File: src/hw/rtl/mpmf_pkg.sv
// ----------------------------------------------------------------------------
// Multi-pattern mask filter package
// Shared constants, codes and types for the mask filter and its parts.
// ----------------------------------------------------------------------------
package mpmf_pkg;

   // Machine size.
   localparam int NumStates   = 256;
   localparam int StateW      = $clog2(NumStates);
   localparam int SymW        = 8;
   localparam int EdgeAddrW   = StateW + SymW;
   localparam int MaxPattern  = 16;
   localparam int WinIdxW     = $clog2(MaxPattern);
   localparam int FillW       = $clog2(MaxPattern + 1);
   localparam int LenW        = 5;
   localparam int StepW       = $clog2(NumStates + 1);

   // Folding range for case-insensitive matching.
   localparam logic [7:0] CharUpperA = 8'h41;
   localparam logic [7:0] CharUpperZ = 8'h5A;
   localparam logic [7:0] CharLowerA = 8'h61;

   // Request action codes.
   typedef enum logic [1:0] {
      ACT_SCAN      = 2'd0,
      ACT_END       = 2'd1,
      ACT_EDGE_WR   = 2'd2,
      ACT_STATE_WR  = 2'd3
   } action_type;

   // Response kinds.
   typedef enum logic [1:0] {
      KIND_PLAIN = 2'd0,
      KIND_MASK  = 2'd1,
      KIND_NONE  = 2'd2
   } kind_type;

   // Window entry: bit 8 is the mask marker, bits 7..0 the byte.
   typedef logic [8:0] win_entry_type;

   // Window operations.
   typedef enum logic [1:0] {
      WIN_NOP   = 2'd0,
      WIN_SHIFT = 2'd1,
      WIN_POP   = 2'd2,
      WIN_PUSH  = 2'd3
   } win_op_type;

   typedef struct packed {
      win_op_type    op;
      win_entry_type data;
   } win_ctl_type;

   typedef struct packed {
      win_entry_type    head;
      win_entry_type    tail;
      logic [FillW-1:0] fill;
   } win_status_type;

   // Sequencer states.
   typedef enum logic [3:0] {
      ST_IDLE,
      ST_SCAN_SHIFT,
      ST_SCAN_PUSH,
      ST_EDGE_RD,
      ST_EDGE_CHK,
      ST_FAIL_RD,
      ST_FAIL_CHK,
      ST_LEN_RD,
      ST_LEN_CHK,
      ST_MASK,
      ST_FLUSH
   } seq_state_type;

endpackage

File: src/hw/rtl/mpmf_state_mem.sv
// ----------------------------------------------------------------------------
// State information memory
// Fail link and match length per state, with valid bits for zero reset.
// ----------------------------------------------------------------------------
module mpmf_state_mem (
   input  logic                                 clock,
   input  logic                                 reset,
   input  logic                                 wr_en,
   input  logic [mpmf_pkg::StateW-1:0]          wr_addr,
   input  logic [mpmf_pkg::StateW-1:0]          wr_fail,
   input  logic [mpmf_pkg::LenW-1:0]            wr_len,
   input  logic [mpmf_pkg::StateW-1:0]          rd_addr,
   output logic [mpmf_pkg::StateW-1:0]          rd_fail,
   output logic [mpmf_pkg::LenW-1:0]            rd_len
);

   localparam int WordW = mpmf_pkg::StateW + mpmf_pkg::LenW;

   logic [WordW-1:0]               mem [mpmf_pkg::NumStates];
   logic [mpmf_pkg::NumStates-1:0] valid_ff;
   logic [WordW-1:0]               rd_word_ff;
   logic                           rd_valid_ff;

   // Valid bits clear at reset; an entry never written reads as zero.
   always_ff @(posedge clock) begin
      if (reset) begin
         valid_ff    <= '0;
         rd_valid_ff <= 1'b0;
      end else begin
         if (wr_en) begin
            valid_ff[wr_addr] <= 1'b1;
         end
         rd_valid_ff <= valid_ff[rd_addr];
      end
   end

   always_ff @(posedge clock) begin
      if (wr_en) begin
         mem[wr_addr] <= {wr_fail, wr_len};
      end
      rd_word_ff <= mem[rd_addr];
   end

   assign rd_fail = rd_valid_ff ? rd_word_ff[WordW-1:mpmf_pkg::LenW] : '0;
   assign rd_len  = rd_valid_ff ? rd_word_ff[mpmf_pkg::LenW-1:0] : '0;

endmodule

File: config.mk
export PLATFORM = sky130hd
export DESIGN_NAME = mpmf_state_mem
export DESIGN_NICKNAME = d
export VERILOG_FILES = /design/src/hw/rtl/mpmf_pkg.sv /design/src/hw/rtl/mpmf_state_mem.sv
export SDC_FILE = /design/constraint.sdc
export NUM_CORES = 2
export LEC_CHECK = 0
export BUFFER_PORTS_ARGS = -buffer_cell sky130_fd_sc_hd__buf_2
export CAP_MARGIN = 0
export CORE_UTILIZATION = 55
export DETAILED_ROUTE_END_ITERATION = 10
export GPL_TIMING_DRIVEN = 0
export MAX_ROUTING_LAYER = met4
export PLACE_DENSITY_LB_ADDON = 0.2
export SYNTH_ARGS = -nofsm -noshare
export SYNTH_HDL_FRONTEND = slang
export SYNTH_SLANG_ARGS = --single-unit
File: constraint.sdc
create_clock -name clock -period 3.7 [get_ports clock]
set_input_delay 0.74 -clock clock [delete_from_list [all_inputs] [get_ports clock]]
set_output_delay 0.74 -clock clock [all_outputs]
set_load 0.03 [all_outputs]
After elaboration in Yosys (flattened, before gate mapping). Memories as Yosys holds them, arrays and structs flattened. A register that Yosys moved wholly into a read port is not among the register bits. Cells that the tools add are included.

Bits in registers: 257. Bits in writable memories: 3328. Input bits: 32. Output and inout port bits: 13. Word-level logic and storage cells: 16. Memories: 1.

Memories: mem (words 256, bits a word 13, rd ports 1, clocked after memory_dff 1, wr ports 1, RTL line mpmf_state_mem.sv:19) `logic [WordW-1:0] mem [mpmf_pkg::NumStates];`.

Order comparisons: 3. Multiplexer cells: 8. Bitwise gates (word level): 1. Reduce and logical (&&, ||, !) cells: 1.

Operators by type and width (count): $or 256x256->256 (1); $lt 8x9->1 const B (2); $bmux 1 s8 (1); $demux 1 s8 (1); $ge 8x1->1 const B (1); $mux 8 (1); $mux 5 (1); $mux 1 (4); $logic_and 1x1->1 (1).

Logic depth before layout (Yosys ltp).
Word-level depth: 5. Depth in mapped cells: 11.

Worst setup path before layout. OpenSTA, ideal clock, no wires.

Path kind: in2reg. Start: in rd_addr[1] in the netlist's numbering. End: reg rd_word_ff[3], read port of mem. Setup time: 0.120 ns. Arrival: 2.753 ns. Required time: 3.580 ns. Slack: 0.827 ns. Cell stages on the path: 10. Buffers on the path: 4. Path through: buf_2 -> buf_2 -> clkbuf_1 -> buf_1 -> mux4_2 -> a22oi_1 -> a21oi_1 -> nor4_1 -> o22ai_1 -> or2_1.

RTL lines: from (decl) (RTL line mpmf_state_mem.sv:12) `input logic [mpmf_pkg::StateW-1:0] rd_addr,`; to (decl) (RTL line mpmf_state_mem.sv:21) `logic [WordW-1:0] rd_word_ff;`.

==> results.txt <==
The initial antenna violation count came out at 32. The area of the multi-input gates came out at 29800 µm². The run gives -0.265 ns as the worst path setup slack after routing. The quantity of gates resized following cts is 114, and the pin count of the biggest net entering global routing is 153. The run finished, with violations left. The total vias in the final route was 73100; the die area was 249000 µm². The final cell count without fillers was 10700. The HPWL after detailed placement is 279 mm.

Power density over the cells: 546 nW/µm². The run gives 33 as the max-slew violation count. The quantity of hold-fixing buffers added after cts came out at 0. The area growth from synthesis to layout is 14.2%. The data arrival time of the critical path came out at 4.75 ns.

Across all hold checks on the routed design, the worst slack comes to 0.206 ns. Total setup buffers inserted after CTS: 0. The cell count after synthesis came out at 6578.

Counting flops and latches in the post-synthesis netlist gives 3598. In this run, CTS created clock tree buffers numbering 370. The logs give 45 for the boundary pin count and 49 for the unique cell type count in the Yosys netlist. The maximum vdd ir drop came out at 473 µV. Clock latency on the worst-skew pair, taken at its later pin, is 0.98 ns.

In this run the tool buffered the top-level ports with 32 buffer cells. The first global-routing pass estimated 564 mm of wire. The final period demand of the worst path was 3.96 ns. The min-delay analysis places its worst path in the category primary input to flop. The H-tree level count was 5; the wire length per cell was 38.9 µm. The via density per instance is 6.85, and the share of the yosys chip area belonging to registers is 77.4%. The number of hold-slack violations in the final timing report is 0, and the global-route usage over all layers is 34.3%. The classification of the worst setup path was primary input to flop. Clock tree synthesis found a total of 3598 sinks. The die height works out to 499 µm. The average cell area after synthesis was 20.7 µm².

Fill cells in the final layout number 16600. Sort of element at the end of the critical path: a flop. The layout net count was 7162; the worst-path maximum fanout was 10. For the total of max-cap violations, the log shows 3. The tools report the leakage power summed over all cells as 48.4 nW.

Yosys mapped a number of flops with a built-in enable equal to 3328. At the pin with the least slew margin, the transition time is 1.72 ns. The tools report the final RePlAce weighted congestion as 1.04.

The number of search-and-repair iterations in the first detailed-routing pass was 6; the number of remaining DRC errors was 0. The logs give 136000 µm² for the post-synthesis instance area and 6610 for the synthesized net count. After floorplanning, the core was divided into 182 placement rows. Counting flops with an async set or reset pin after synthesis yields a share of 0%.

The placeable core area was 246000 µm². The post-detailed-route count of antenna-violating nets is 0. After the first detailed-routing iteration, the DRC count stood at 11200. The worst setup path is launched from a primary input. Maximum buffer depth of the clock tree: 4. Setup repair after global routing could not meet its margin everywhere.

The final reports fail on max-capacitance violations, max-slew violations, negative setup slack. Of the cells placed in the final design, the portion with a size suffix greater than 1 is 27.3%. Measured against its own limit, the worst slew margin works out to -14.6%. Dividing the final minimum period by the clock period gives 107%.

For the final routed wirelength across all metal layers, the log shows 414 mm. The prevailing post-synth register cell is edfxtp_1. Setup violations remaining at the end of the flow were counted as 13. The footprint of the flip-flops and latches came out at 105000 µm². Highest attainable clock frequency: 0.252 GHz. The tools report the data required time at the worst endpoint as 4.49 ns.

The floorplan step set the die width to 499 µm. Once placement completed, the tool counted placed cells totaling 9966. Clock-pin slew was measured on the worst setup and hold paths at 0.06 ns.

After global routing the overflow that remains totals 0. In this run the clock root is driven by a clkbuf_16. The count of warnings emitted by yosys is 0, and the worst setup skew after layout is 0.0520 ns. Post-placement worst setup slack: -2.29 ns. The tools report the effective utilization at floorplan as 55.3%.

For the via count of the first global-routing pass, the log shows 70300. TritonCTS built the clock tree.
state kept, by name (all words and copies together), names as in the netlist:
name	cells
mem	3328
valid_ff	256
rd_word_ff	13
rd_valid_ff	1
worst max-delay path, stage by stage:
cell and delay, ns:
buf_6 0.22, buf_2 0.47, buf_2 0.68, mux4_2 0.59, a22oi_1 0.36, a21oi_1 0.30, nor4_4 0.68, o22ai_1 0.20
or2_1 0.42
synthesized netlist by cell type, types with 6 or more instances:
library cell  count  share of area [%]
buf_2            96               0.35
nand2b_1          6              0.028
a21oi_1         224               0.82
a22oi_1         416                2.3
nor2_1          723                2.0
mux4_2          875                 14
nor2b_1          14              0.064
edfxtp_1       3328                 73
or2_1            13              0.060
nor4_1           52               0.24
buf_4            19               0.10
nand4_1          11              0.051
buf_6             7              0.058
dfxtp_1         270                4.0
clkbuf_1        248               0.68
buf_1            36              0.099
o21ba_2          29               0.21
o221ai_1         15              0.097
mux2i_1          40               0.29
nand3_1          25              0.092
nand2_1          37               0.10
o22ai_1          33               0.15
and2_1           15              0.069
stage by stage:
step	TNS [ns]	utilization (%)	area [µm²]	power [mW]
3_5_place_dp	-683.80	58.3	143000	49.8
6_report	-1.80	63.2	155000	84.9
3_3_place_gp	-6674.86	57.0	140000	49.7
5_1_grt	-0.0458	63.2	155000	86.5
4_1_cts	-0.000191	63.1	155000	84.9
2_1_floorplan	0	-	136000	47.4
final timing paths:
path	depth (start not counted)	slack (ns)	startpoint	endpoint
max	9	-0.26	rd_addr[0]	rd_word_ff[9]$_DFF_P_
max reg2reg	6	0.61	mem[127][10]$_DFFE_PP_	rd_word_ff[10]$_DFF_P_
min	1	0.21	wr_len[2]	mem[98][2]$_DFFE_PP_
min reg2reg	2	0.46	valid_ff[122]$_SDFFE_PP0P_	valid_ff[122]$_SDFFE_PP0P_
where the power goes:
group / switching [mW] / leakage (nW) / internal [mW]
combinational: 3.23 / 10.7 / 1.35
clock: 15.2 / 5.58 / 20.6
sequential: 0.0278 / 32.1 / 44.5
total: 18.4 / 48.4 / 66.4
metal layers:
metal  vias up  wire length [µm]  GRT usage, %
met2      4930            190000          50.2
li1      28400                 -             -
met1     38700            151000          45.6
met3      1002             46900          7.62
met5         -                 0             -
met4         0             26700          18.1
layout make-up:
class                      instances  share of cell area (%)
timing repair buffer             180                    1.81
tap                             3220                    2.59
sequential                      3598                    67.8
inverter                           5                  0.0129
multi-input combinational       2569                    19.2
clock inverter                   170                   0.980
clock buffer                     481                    6.36
buffer                           406                    1.26
antenna                           29                  0.0467
placed cells by master (no fill, tap or decap), drive strengths merged, types with 14 or more instances in the layout:
cell type	netlist	routed
a22oi	416	416
nor2b	14	14
mux2i	40	40
or2	17	17
dfxtp	270	270
diode	0	29
edfxtp	3328	3328
nand3	25	25
o21ba	29	29
bufinv	0	26
o22ai	33	33
o221ai	15	15
clkbuf	248	732
clkinv	1	131
nor2	723	723
nand2	37	37
mux4	875	875
buf	158	325
a21oi	224	224
and2	15	15
nor4	52	52
kinds of logic (layout without fill, tap and decap cells):
logic type | after synthesis | in the layout | synth area share [%]
DFF | 3598 | 3598 | 77.4
buffers and inverters | 411 | 1242 | 1.31
muxes | 918 | 918 | 14.8
AOI/OAI and AO/OA | 743 | 743 | 3.73
and+or+nand+nor | 908 | 908 | 2.76
other | 0 | 29 | 0
Power figures use the tool's default switching activity.
