<file path="config.mk">
export PLATFORM = sky130hd
export DESIGN_NAME = mpmf_window
export DESIGN_NICKNAME = d
export VERILOG_FILES = /design/src/hw/rtl/mpmf_pkg.sv /design/src/hw/rtl/mpmf_window.sv
export SDC_FILE = /design/constraint.sdc
export NUM_CORES = 1
export LEC_CHECK = 0
export BUFFER_PORTS_ARGS = -buffer_cell sky130_fd_sc_hd__buf_2
export CORE_UTILIZATION = 48
export CTS_CLUSTER_DIAMETER = 80
export CTS_CLUSTER_SIZE = 24
export DETAILED_ROUTE_END_ITERATION = 12
export PLACE_DENSITY = 0.7
export SYNTH_ARGS = -nofsm -noshare
export SYNTH_HDL_FRONTEND = slang
export SYNTH_SLANG_ARGS = --single-unit
</file>
<file path="constraint.sdc">
create_clock -name clock -period 2.9 [get_ports clock]
set_clock_uncertainty 0.05 [all_clocks]
set_input_delay 0.435 -clock clock [delete_from_list [all_inputs] [get_ports clock]]
set_output_delay 0.435 -clock clock [all_outputs]
set_load 0.05 [all_outputs]
</file>
<file path="src/hw/rtl/mpmf_pkg.sv">
// ----------------------------------------------------------------------------
// Multi-pattern mask filter package
// Shared constants, codes and types for the mask filter and its parts.
// ----------------------------------------------------------------------------
package mpmf_pkg;

   // Machine size.
   localparam int NumStates   = 256;
   localparam int StateW      = $clog2(NumStates);
   localparam int SymW        = 8;
   localparam int EdgeAddrW   = StateW + SymW;
   localparam int MaxPattern  = 16;
   localparam int WinIdxW     = $clog2(MaxPattern);
   localparam int FillW       = $clog2(MaxPattern + 1);
   localparam int LenW        = 5;
   localparam int StepW       = $clog2(NumStates + 1);

   // Folding range for case-insensitive matching.
   localparam logic [7:0] CharUpperA = 8'h41;
   localparam logic [7:0] CharUpperZ = 8'h5A;
   localparam logic [7:0] CharLowerA = 8'h61;

   // Request action codes.
   typedef enum logic [1:0] {
      ACT_SCAN      = 2'd0,
      ACT_END       = 2'd1,
      ACT_EDGE_WR   = 2'd2,
      ACT_STATE_WR  = 2'd3
   } action_type;

   // Response kinds.
   typedef enum logic [1:0] {
      KIND_PLAIN = 2'd0,
      KIND_MASK  = 2'd1,
      KIND_NONE  = 2'd2
   } kind_type;

   // Window entry: bit 8 is the mask marker, bits 7..0 the byte.
   typedef logic [8:0] win_entry_type;

   // Window operations.
   typedef enum logic [1:0] {
      WIN_NOP   = 2'd0,
      WIN_SHIFT = 2'd1,
      WIN_POP   = 2'd2,
      WIN_PUSH  = 2'd3
   } win_op_type;

   typedef struct packed {
      win_op_type    op;
      win_entry_type data;
   } win_ctl_type;

   typedef struct packed {
      win_entry_type    head;
      win_entry_type    tail;
      logic [FillW-1:0] fill;
   } win_status_type;

   // Sequencer states.
   typedef enum logic [3:0] {
      ST_IDLE,
      ST_SCAN_SHIFT,
      ST_SCAN_PUSH,
      ST_EDGE_RD,
      ST_EDGE_CHK,
      ST_FAIL_RD,
      ST_FAIL_CHK,
      ST_LEN_RD,
      ST_LEN_CHK,
      ST_MASK,
      ST_FLUSH
   } seq_state_type;

endpackage

</file>
<file path="src/hw/rtl/mpmf_window.sv">
// ----------------------------------------------------------------------------
// Delay window
// Holds the most recent bytes and mask markers until they are released.
// ----------------------------------------------------------------------------
module mpmf_window (
   input  logic                           clock,
   input  logic                           reset,
   input  mpmf_pkg::win_ctl_type          ctl,
   output mpmf_pkg::win_status_type       status
);

   mpmf_pkg::win_entry_type         win_ff [mpmf_pkg::MaxPattern];
   logic [mpmf_pkg::FillW-1:0]      fill_ff;
   logic [mpmf_pkg::FillW-1:0]      fill_in;
   logic [mpmf_pkg::FillW-1:0]      tail_pos;

   // Fill count.
   always_comb begin
      fill_in = fill_ff;
      case (ctl.op)
         mpmf_pkg::WIN_SHIFT: fill_in = fill_ff - 1'b1;
         mpmf_pkg::WIN_POP:   fill_in = fill_ff - 1'b1;
         mpmf_pkg::WIN_PUSH:  fill_in = fill_ff + 1'b1;
         default:             fill_in = fill_ff;
      endcase
   end

   always_ff @(posedge clock) begin
      if (reset) begin
         fill_ff <= '0;
      end else begin
         fill_ff <= fill_in;
      end
   end

   // Entry storage: shift toward the head, or write at the fill position.
   always_ff @(posedge clock) begin
      if (ctl.op == mpmf_pkg::WIN_SHIFT) begin
         for (int i = 0; i < mpmf_pkg::MaxPattern - 1; i++) begin
            win_ff[i] <= win_ff[i+1];
         end
      end else if (ctl.op == mpmf_pkg::WIN_PUSH) begin
         win_ff[fill_ff[mpmf_pkg::WinIdxW-1:0]] <= ctl.data;
      end
   end

   assign tail_pos    = fill_ff - 1'b1;
   assign status.head = win_ff[0];
   assign status.tail = win_ff[tail_pos[mpmf_pkg::WinIdxW-1:0]];
   assign status.fill = fill_ff;

endmodule

</file>
* After elaboration in Yosys (flattened, before gate mapping) *
Memories as Yosys holds them, arrays and structs flattened.
Cells that the tools add are included.

word-level totals
  flip-flop bits (word level) = 5
  bits in writable memories = 144
  word-level logic and storage cells = 19
  memories kept = 1
  bits of input ports = 13

memory list
  name    depth  bits a word  read ports  clocked after Yosys merged registers in  wr ports  RTL line           RTL
  win_ff  16     9            17          0                                        15        mpmf_window.sv:12  mpmf_pkg::win_entry_type win_ff [mpmf_pkg::MaxPattern];

operators by class
  muxes and demuxes = 9
  reduce and logical (&&, ||, !) cells = 3
  equality and inequality tests = 3
  $add $sub $neg = 2

operator list
  cell                 number
  $pmux 5 s2           1
  $mux 9               1
  $reduce_or 9->1      1
  $mux 1               6
  $add 5x1->5 const B  1
  $sub 5x1->5 const B  1
  $eq 2x2->1 const B   2
  $mux 4               1
  $eq 2x1->1 const B   1
  $reduce_bool 2->1    1
  $reduce_or 2->1      1

* Depth between registers and ports, before layout *
Gate-level depths: netlist (run 1).

  word-level depth = 6
  gate-level depth with buffers = 9

* Worst setup path after synthesis (run 1) *
Ideal clock, no wire load.

  kind = flip-flop to output port
  from = register fill_ff[0] in the netlist's numbering
  to = output status[10] in the netlist's numbering
  stages on the path, launching flop included = 9
  path slack = -0.606 ns
  data arrival time = 3.021 ns
  data required time = 2.415 ns
  buffers on the path = 4
  cell sequence = dfxtp_1 -> buf_6 -> inv_2 -> buf_4 -> ha_1 -> clkbuf_1 -> buf_2 -> mux2i_1 -> a21oi_1

RTL lines
  element                 RTL line           RTL
  start, declared         mpmf_window.sv:13  logic [mpmf_pkg::FillW-1:0] fill_ff;
  start signal, assigned  mpmf_window.sv:32  fill_ff <= fill_in;
  end, declared           mpmf_window.sv:9   output mpmf_pkg::win_status_type status

==> results of run 1 <==
[report_power, final]
group / switching (mW) / internal [mW]
Sequential: 0.0712 / 2.50
Clock: 0.818 / 1.15
Combinational: 1.19 / 0.823
Total: 2.08 / 4.48
[registers in the layout, indices dropped and copies added, names as in the netlist]
signal   cells
win_ff     144
fill_ff      5
[cells in the final DEF (no fill, tap or decap), drive strengths merged]
master	instances
a211oi	10
a21oi	11
a2bb2oi	1
a32oi	1
and2	1
and3	1
buf	63
bufbuf	1
bufinv	1
clkbuf	18
clkinv	11
clkinvlp	1
dfxtp	5
edfxtp	144
ha	5
inv	2
mux2	135
mux2i	9
mux4	36
nand2	6
nand2b	6
nand3	4
nand4	1
nor2	20
nor2b	9
nor3	1
o21ai	11
xnor2	3
xor2	5
[worst max-delay path: cells and delay by family, from the launching register on]
kind,cells,cell delay [ps]
AO/OA/AOI/OAI,2,360
adder cells (fa/ha/maj),1,330
buffers and inverters,3,440
flip-flops,1,370
multiplexers,1,280
AND/OR/NAND/NOR,1,150
[routing by layer]
metal / wire (um) / up-vias / global-route usage
met5: 0 / - / 0
li1: - / 1927 / -
met2: 8350 / 84 / 0.360
met4: 210 / 0 / 0.0623
met3: 717 / 20 / 0.0454
met1: 7160 / 2199 / 0.287
[cell type report]
cell class / count / share of cell area
clock buffer: 18 / 0.0468
clock inverter: 13 / 0.0101
multi-input combinational: 276 / 0.376
inverter: 2 / 0.00109
timing repair buffer: 64 / 0.0536
sequential: 149 / 0.483
tap: 216 / 0.0295
[how the worst min path moves through the flow]
stage / startpoint / endpoint / slack [ps] / cells past startpoint
3_5_place_dp: fill_ff[4] / fill_ff[4] / 490 / 2
6_report: reset / fill_ff[0] / 190 / 2
4_1_cts: reset / fill_ff[0] / 170 / 2
3_3_place_gp: fill_ff[4] / fill_ff[4] / 440 / 2
5_1_grt: reset / fill_ff[0] / 190 / 2
2_1_floorplan: reset / fill_ff[0] / 450 / 1
[cell usage after synthesis]
library cell	n
xnor2_2	1
nand3_4	3
mux2_4	1
and3_1	1
nand3_2	1
a2bb2oi_1	1
ha_1	5
buf_2	7
xor2_4	1
nor2b_1	9
a21oi_1	11
mux2_2	96
mux4_2	36
xor2_1	4
mux2i_1	9
inv_1	1
nor2_1	9
nand4_1	1
buf_6	3
dfxtp_1	5
buf_4	6
mux2_1	38
inv_2	1
nand2b_1	6
o21ai_0	11
nand2_1	6
clkbuf_1	14
nor2_4	11
a32oi_1	1
xnor2_1	2
nor3_2	1
edfxtp_1	144
and2_1	1
a211oi_1	10
[kinds of logic (layout without fill, tap and decap cells)]
kind of cell	after synthesis	after routing	synth area share
DFF	149	149	0.571
buffers and inverters	32	97	0.0224
muxes	180	180	0.313
xor gates and xnor gates	8	8	0.0124
AOI/OAI and AO/OA	34	34	0.0262
and+or+nand+nor	49	49	0.0471
adders and majority gates	5	5	0.00807
[through the flow]
step | cell area, um^2 | util | hold WS [ps] | power, mW | setup WS [ps]
2_1_floorplan | 7860 | - | 448 | 3.90 | 89.7
3_3_place_gp | 8360 | 0.528 | 440 | 4.28 | 290
3_5_place_dp | 8360 | 0.528 | 490 | 4.32 | 210
4_1_cts | 9150 | 0.578 | 173 | 6.59 | 14.0
5_1_grt | 9170 | 0.580 | 187 | 6.79 | 10.8
6_report | 9170 | 0.580 | 193 | 6.56 | 66.3
[timing repair]
| item | CTS | global route |
|---|---|---|
| pin swaps | 6 | 1 |
| resized for setup | 41 | 0 |
| endpoints found under the setup margin | 9 | 9 |
| gates cloned | 2 | 0 |
| hold endpoints to repair | 0 | 0 |
| setup buffers | 0 | 3 |
==> results.json, run 1 <==
{
  "outcome": "finished, final reports clean",
  "crit_end": "status[13]",
  "cp-end-kind": "output pin",
  "clock_latency_ps": 420,
  "cts_made_buffers": 17,
  "dp.cells": 702,
  "crit_required_ps": 2410,
  "synth_area_leaders": "edfxtp_1 (56%), mux2_2 (14%), mux4_2 (10%)",
  "final_nets": 528,
  "clock_path_buffers": 2,
  "cts.sinks": 149,
  "setup_viol": 0,
  "worstMarginPinSlew_ps": 700,
  "dr.pass1.iters": 4,
  "start_util": 0.490,
  "maxCapViolCount": 0,
  "cp.arrival_ps": 2350,
  "yosysTopAreaCell": "edfxtp_1",
  "core_um2": 15800,
  "cts_tree": "built",
  "ir_worst_vdd_mv": 0.470,
  "syn_inst": 457,
  "power.density_nw_per_um2": 715,
  "start_kind": "register",
  "slowest_delay_ps": 370,
  "cp_cell_sequence": "inv_4 -> ha_4 -> buf_12 -> mux4_2 -> nor2b_1 -> a211oi_2 -> a21oi_4 -> buf_2",
  "area_delta_synth_final_pct": 18.4,
  "syn_nets": 475,
  "grt_max_degree": 23,
  "yosysWarnings": 0,
  "drt_iter0_drc": 283,
  "wirelength_um": 16400,
  "io_buffers": 35,
  "fin_cells": 738,
  "synth-seq-cells": 149,
  "fin_setup_tns_ps": 0,
  "cts.htree.levels": 4,
  "relSlewSlack": 0.533,
  "worstPathMaxFanout": 11,
  "n_fill_cell": 1189,
  "syn_avg_cell_area_um2": 17.0,
  "wl_per_cell_um": 22.3,
  "globalplace.congestion": 0.790,
  "hold_viol_final": 0,
  "cts_hold_buf": 0,
  "drv_slew": 0,
  "leakagePower_nw": 3.01,
  "timing.rr.end": "win_ff[2][7]",
  "fmax_ghz": 0.353,
  "synth_top_area_frac": 0.558,
  "detail-route-antenna-nets": 0,
  "synth_area_um2": 7750,
  "multi_input_area_um2": 3450,
  "ff_latch_area_um2": 4430,
  "fin_crit_sh": 0.977,
  "critPathSlowestCell": "dfxtp_4",
  "crit_start": "fill_ff[0]",
  "seq_area_frac_synth": 0.571,
  "antenna_found_initial": 0,
  "vias": 4230,
  "holdCritPathClass": "input port to register",
  "rr_startpoint": "fill_ff[1]",
  "ys_types": 34,
  "grt-ovfl-total": 0,
  "clk_pin_slew_ps": 60,
  "root_buffer": "clkbuf_16",
  "via_per_inst": 5.73,
  "num_rows": 46,
  "chipHeight_um": 129,
  "grt.total_usage": 0.216,
  "r2r_cells": 5,
  "period_minus_slack_ps": 2830,
  "drc": 0,
  "diodes": 0,
  "ios": 36,
  "die_area_um2": 16700,
  "grt_pass1_wl_um": 25900,
  "hpwlAfterDp_um": 11400,
  "worstSetupPathType": "register to output pin",
  "rsz0062_at_grt": "false",
  "drive_gt1_frac": 0.525,
  "grt_pass1_vias": 4349,
  "regToRegSetupSlack_ps": 490,
  "fp.dieW_um": 129
}
(Power assumes the default switching activity.)
==> run 2, diff against run 1 <==
--- a/config.mk
+++ b/config.mk
@@ -5,12 +5,12 @@
 export SDC_FILE = /design/constraint.sdc
 export NUM_CORES = 1
 export LEC_CHECK = 0
-export BUFFER_PORTS_ARGS = -buffer_cell sky130_fd_sc_hd__buf_2
 export CORE_UTILIZATION = 48
 export CTS_CLUSTER_DIAMETER = 80
 export CTS_CLUSTER_SIZE = 24
 export DETAILED_ROUTE_END_ITERATION = 12
-export PLACE_DENSITY = 0.7
+export DONT_BUFFER_PORTS = 1
+export PLACE_DENSITY = 0.68
 export SYNTH_ARGS = -nofsm -noshare
 export SYNTH_HDL_FRONTEND = slang
 export SYNTH_SLANG_ARGS = --single-unit
==> run 2 against run 1 <==
Setup slack worse by 23 ps; count of clock-buffer cells in the layout is 2 higher; critical endpoint is now status[12]; cell area is 2.3% lower; sequential power rose by 2%; worst hold slack worse by 170 ps; register-to-register slack better by 90 ps; routed wire length down 4.1%; sequential share of layout area increased by 1.2 points; die area is the same; clock power increased by 6%; maximum frequency shrank 0.82%.
==> results.json, run 2 (synthesis gave the netlist of run 1 again) <==
{
  "outcome": "finished, final reports clean",
  "fin_crit_sh": 0.985,
  "vias": 4080,
  "final_nets": 492,
  "detail-route-antenna-nets": 0,
  "cp_top_family": "multiplexers",
  "chipHeight_um": 129,
  "leakagePower_nw": 2.86,
  "drc": 0,
  "drv_slew": 0,
  "drive_gt1_frac": 0.478,
  "critPathBufInv": 2,
  "core_um2": 15800,
  "slowest_delay_ps": 340,
  "critPathSlowestCell": "dfxtp_4",
  "area_delta_synth_final_pct": 15.6,
  "wirelength_um": 15800,
  "ir_worst_vdd_mv": 0.525,
  "n_fill_cell": 1202,
  "regMostFlops": "win_ff",
  "cts.sinks": 149,
  "p_sw_frac": 0.312,
  "worstMarginPinSlew_ps": 565,
  "holdCritPathClass": "input port to register",
  "ios": 36,
  "setup_slack_ps": 42.9,
  "clock_path_buffers": 2,
  "largest_reg_flops": 144,
  "clk_pin_slew_ps": 60,
  "grt.total_usage": 0.205,
  "rsz0062_at_grt": "true",
  "dr.pass1.iters": 4,
  "clkPwrFrac": 0.324,
  "die_area_um2": 16700,
  "fin_cells": 703,
  "layout_commonest_cell": "edfxtp_1",
  "dp.cells": 667,
  "relSlewSlack": 0.623,
  "net-switching-power_mw": 2.01,
  "diodes": 0,
  "wl_per_cell_um": 22.4,
  "via_per_inst": 5.80,
  "cp-end-kind": "output pin",
  "grt_max_degree": 23,
  "antenna_found_initial": 0,
  "cp_cell_sequence": "inv_2 -> ha_2 -> xor2_4 -> buf_12 -> mux4_2 -> mux2i_2 -> a21oi_4",
  "setup_viol": 0,
  "sequentialPowerShare": 0.406,
  "cts.htree.levels": 4,
  "largestRegisters": "win_ff: 144 flops, fill_ff: 5 flops",
  "maxCapViolCount": 0,
  "grt_pass1_vias": 4175,
  "final_cell_mix": "edfxtp_1 (144), mux2_2 (96), mux2_1 (38), mux4_2 (36), buf_4 (22)",
  "root_buffer": "clkbuf_16",
  "crit_required_ps": 2410,
  "start_kind": "register",
  "io_buffers": 0,
  "clock_latency_ps": 420,
  "globalplace.congestion": 0.765,
  "worstPathMaxFanout": 18,
  "pwr-share-comb": 0.270,
  "period_minus_slack_ps": 2860,
  "fp.dieW_um": 129,
  "hold_ws_ps": 22.8,
  "grt-ovfl-total": 0,
  "cts_made_buffers": 17,
  "fin_setup_tns_ps": 0,
  "start_util": 0.490,
  "min_path_cells": 1,
  "intPower_mw": 4.44,
  "r2r_cells": 5,
  "hold_viol_final": 0,
  "drt_iter0_drc": 267,
  "crit_cells": 7,
  "worstSetupPathType": "register to output pin",
  "cts_tree": "built",
  "power.density_nw_per_um2": 721,
  "grt_pass1_wl_um": 24700,
  "pre_cts_slack_ps": 312,
  "num_rows": 46,
  "hpwlAfterDp_um": 10800,
  "cp.arrival_ps": 2370,
  "fmax_ghz": 0.350,
  "power_mw": 6.46
}
-- run 2: path summary, 6_finish.rpt --
kind | from | endpoint | slack, ps
worst max-delay path | fill_ff[0] | status[12] | 40
worst min-delay path | reset | fill_ff[1] | 20
worst max register to register | fill_ff[1] | win_ff[2][6] | 580
worst min register to register | win_ff[6][7] | win_ff[5][7] | 510
-- run 2: cell type report --
class	count	area [um^2]	area share
Sequential cell	149	4430	0.494
Timing Repair Buffer	28	292	0.0325
Clock inverter	12	113	0.0126
Tap cell	216	270	0.0302
Inverter	2	7.51	0.000838
Multi-Input combinational cell	276	3410	0.381
Clock buffer	20	437	0.0487
-- run 2: worst register-to-register path, stage by stage, from the launching register on --
cell and delay (ps):
dfxtp_1 320, buf_4 230, ha_1 230, nand3_4 170
nand2b_1 450, nand2_1 510
-- run 2: through the flow --
step	area, um^2	util
floorplan	7860	-
global placement	8180	0.517
detailed placement	8180	0.517
CTS	8930	0.564
global route	8960	0.566
finish	8960	0.566
-- run 2: layer usage --
metal	routed length, um	global-route usage	share of wire	vias up
li1	-	-	-	1865
met1	6690	0.252	0.42	2124
met2	8480	0.362	0.54	78
met3	412	0.0405	0.026	13
met4	195	0.0727	0.012	0
met5	0	0	0	-
-- run 2: repair_timing --
action / 4_1_cts / 5_1_grt
setup endpoints to repair: 9 / 9
hold buffers: 1 / 0
cloned: 2 / 0
hold endpoints to repair: 1 / 0
buffers inserted: 0 / 1
pin swaps: 0 / 1
resized for setup: 25 / 3
-- run 2: power by group through the flow --
stage / sequential [mW] / clock [mW] / combinational (mW)
floorplan: 2.67 / 0 / 1.23
global placement: 2.66 / 0 / 1.49
detailed placement: 2.67 / 0 / 1.51
CTS: 2.62 / 2.12 / 1.71
global route: 2.64 / 2.20 / 1.82
finish: 2.62 / 2.09 / 1.74
==> run 3, diff against run 2 <==
--- a/config.mk
+++ b/config.mk
@@ -10,7 +10,8 @@
 export CTS_CLUSTER_SIZE = 24
 export DETAILED_ROUTE_END_ITERATION = 12
 export DONT_BUFFER_PORTS = 1
-export PLACE_DENSITY = 0.68
+export PLACE_DENSITY = 0.59
+export REMOVE_ABC_BUFFERS = 1
 export SYNTH_ARGS = -nofsm -noshare
 export SYNTH_HDL_FRONTEND = slang
 export SYNTH_SLANG_ARGS = --single-unit
==> run 3 against run 2 <==
Power increased by 3.7%; first-iteration DRC count grew 19%; routed wire length grew 12%; cell area up 0.98%; critical path depth is 2 higher; critical endpoint is now status[9]; maximum frequency up 0.26%.
==> results.json, run 3 (synthesis gave the netlist of run 1 again) <==
{
  "outcome": "finished, final reports clean",
  "rsz0062_at_grt": "true",
  "r2r_cells": 6,
  "p_sw_frac": 0.291,
  "crit_required_ps": 2410,
  "holdCritPathClass": "input port to register",
  "start_util": 0.490,
  "layout_commonest_cell": "edfxtp_1",
  "setup_viol": 0,
  "grt-ovfl-total": 0,
  "cts_made_buffers": 17,
  "io_buffers": 0,
  "fin_cells": 725,
  "cp_top_family": "buffers and inverters",
  "fp.dieW_um": 129,
  "final_cell_mix": "edfxtp_1 (144), mux2_2 (96), buf_4 (42), mux2_1 (38), mux4_2 (36)",
  "maxCapViolCount": 0,
  "drt_iter0_drc": 318,
  "ir_worst_vdd_mv": 0.501,
  "grt_pass1_wl_um": 27400,
  "min_path_cells": 1,
  "globalplace.congestion": 0.754,
  "worstPathMaxFanout": 9,
  "hold_viol_final": 0,
  "largestRegisters": "win_ff: 144 flops, fill_ff: 5 flops",
  "pre_cts_slack_ps": 327,
  "setup_slack_ps": 50.3,
  "detail-route-antenna-nets": 0,
  "fin_crit_sh": 0.983,
  "via_per_inst": 5.84,
  "final_nets": 514,
  "start_kind": "register",
  "leakagePower_nw": 2.98,
  "slowest_delay_ps": 340,
  "min_to": "fill_ff[0]",
  "grt_pass1_vias": 4328,
  "antenna_found_initial": 0,
  "wirelength_um": 17700,
  "clock_path_buffers": 2,
  "clkPwrFrac": 0.351,
  "cp-end-kind": "output pin",
  "cts.htree.levels": 4,
  "cp_cell_sequence": "inv_4 -> ha_4 -> xor2_4 -> buf_4 -> buf_12 -> mux4_2 -> mux2i_2 -> a21oi_2 -> buf_4",
  "regToRegSetupSlack_ps": 620,
  "hold_start": "reset",
  "worstMarginPinSlew_ps": 609,
  "die_area_um2": 16700,
  "clock_latency_ps": 420,
  "root_buffer": "clkbuf_16",
  "grt.total_usage": 0.233,
  "sequentialPowerShare": 0.388,
  "grt_max_degree": 23,
  "diodes": 0,
  "core_um2": 15800,
  "cts.sinks": 149,
  "period_minus_slack_ps": 2850,
  "hpwlAfterDp_um": 11600,
  "critPathSlowestCell": "dfxtp_2",
  "worstSetupPathType": "register to output pin",
  "num_rows": 46,
  "intPower_mw": 4.75,
  "cp.arrival_ps": 2360,
  "hold_ws_ps": 23.4,
  "vias": 4233,
  "critPathBufInv": 4,
  "pwr-share-comb": 0.261,
  "cts_hold_buf": 0,
  "clk_pin_slew_ps": 60,
  "regMostFlops": "win_ff",
  "power.density_nw_per_um2": 740,
  "cp_common_cell": "buf_4",
  "dr.pass1.iters": 5,
  "area_delta_synth_final_pct": 16.7,
  "drv_slew": 0,
  "largest_reg_flops": 144,
  "fmax_ghz": 0.351,
  "drc": 0,
  "chipHeight_um": 129,
  "rr_startpoint": "fill_ff[0]",
  "ios": 36,
  "dp.cells": 687,
  "cts_tree": "built",
  "timing.rr.end": "win_ff[10][1]",
  "wl_per_cell_um": 24.4,
  "drive_gt1_frac": 0.473,
  "net-switching-power_mw": 1.95,
  "relSlewSlack": 0.593
}
[run 3: worst max-delay path by stage]
stage	from	endpoint	cells after the start
after global routing	fill_ff[0]	status[9]	9
after CTS	fill_ff[0]	status[10]	6
after global placement	fill_ff[0]	status[10]	6
final	fill_ff[0]	status[9]	9
after detailed placement	fill_ff[0]	status[10]	6
after floorplan	fill_ff[0]	status[10]	6
[run 3: through the flow]
step	instance area, um^2	TNS, ps	total power [mW]	utilization
floorplan	7580	-87390	3.68	-
global placement	8210	0	4.16	0.519
detailed placement	8210	0	4.17	0.519
CTS	9000	0	6.71	0.569
global route	9050	-120	6.91	0.572
finish	9050	0	6.69	0.572
[run 3: cell type report]
type                            instances  area (um^2)
Clock inverter                         13          186
Tap cell                              216          270
Multi-Input combinational cell        276         3240
Fill cell                            1235         6780
Clock buffer                           19          433
Sequential cell                       149         4430
Inverter                                2         10.0
Timing Repair Buffer                   50          480
[run 3: power groups by stage]
stage	registers (mW)	logic [mW]	clock network, mW
6_report	2.60	1.75	2.35
2_1_floorplan	2.69	0.988	0
3_3_place_gp	2.63	1.53	0
3_5_place_dp	2.64	1.53	0
4_1_cts	2.59	1.72	2.39
5_1_grt	2.61	1.83	2.47
[run 3: metal layers]
layer | track usage | routed length (um)
met5 | 0 | 0
met1 | 0.319 | 8000
met4 | 0.0685 | 212
met2 | 0.381 | 8880
met3 | 0.0413 | 576
[run 3: repair_timing]
| action | in CTS | in global routing |
|---|---|---|
| resized for setup | 14 | 12 |
| setup buffers | 2 | 1 |
| endpoints found under the setup margin | 9 | 9 |
| cloned | 3 | 0 |
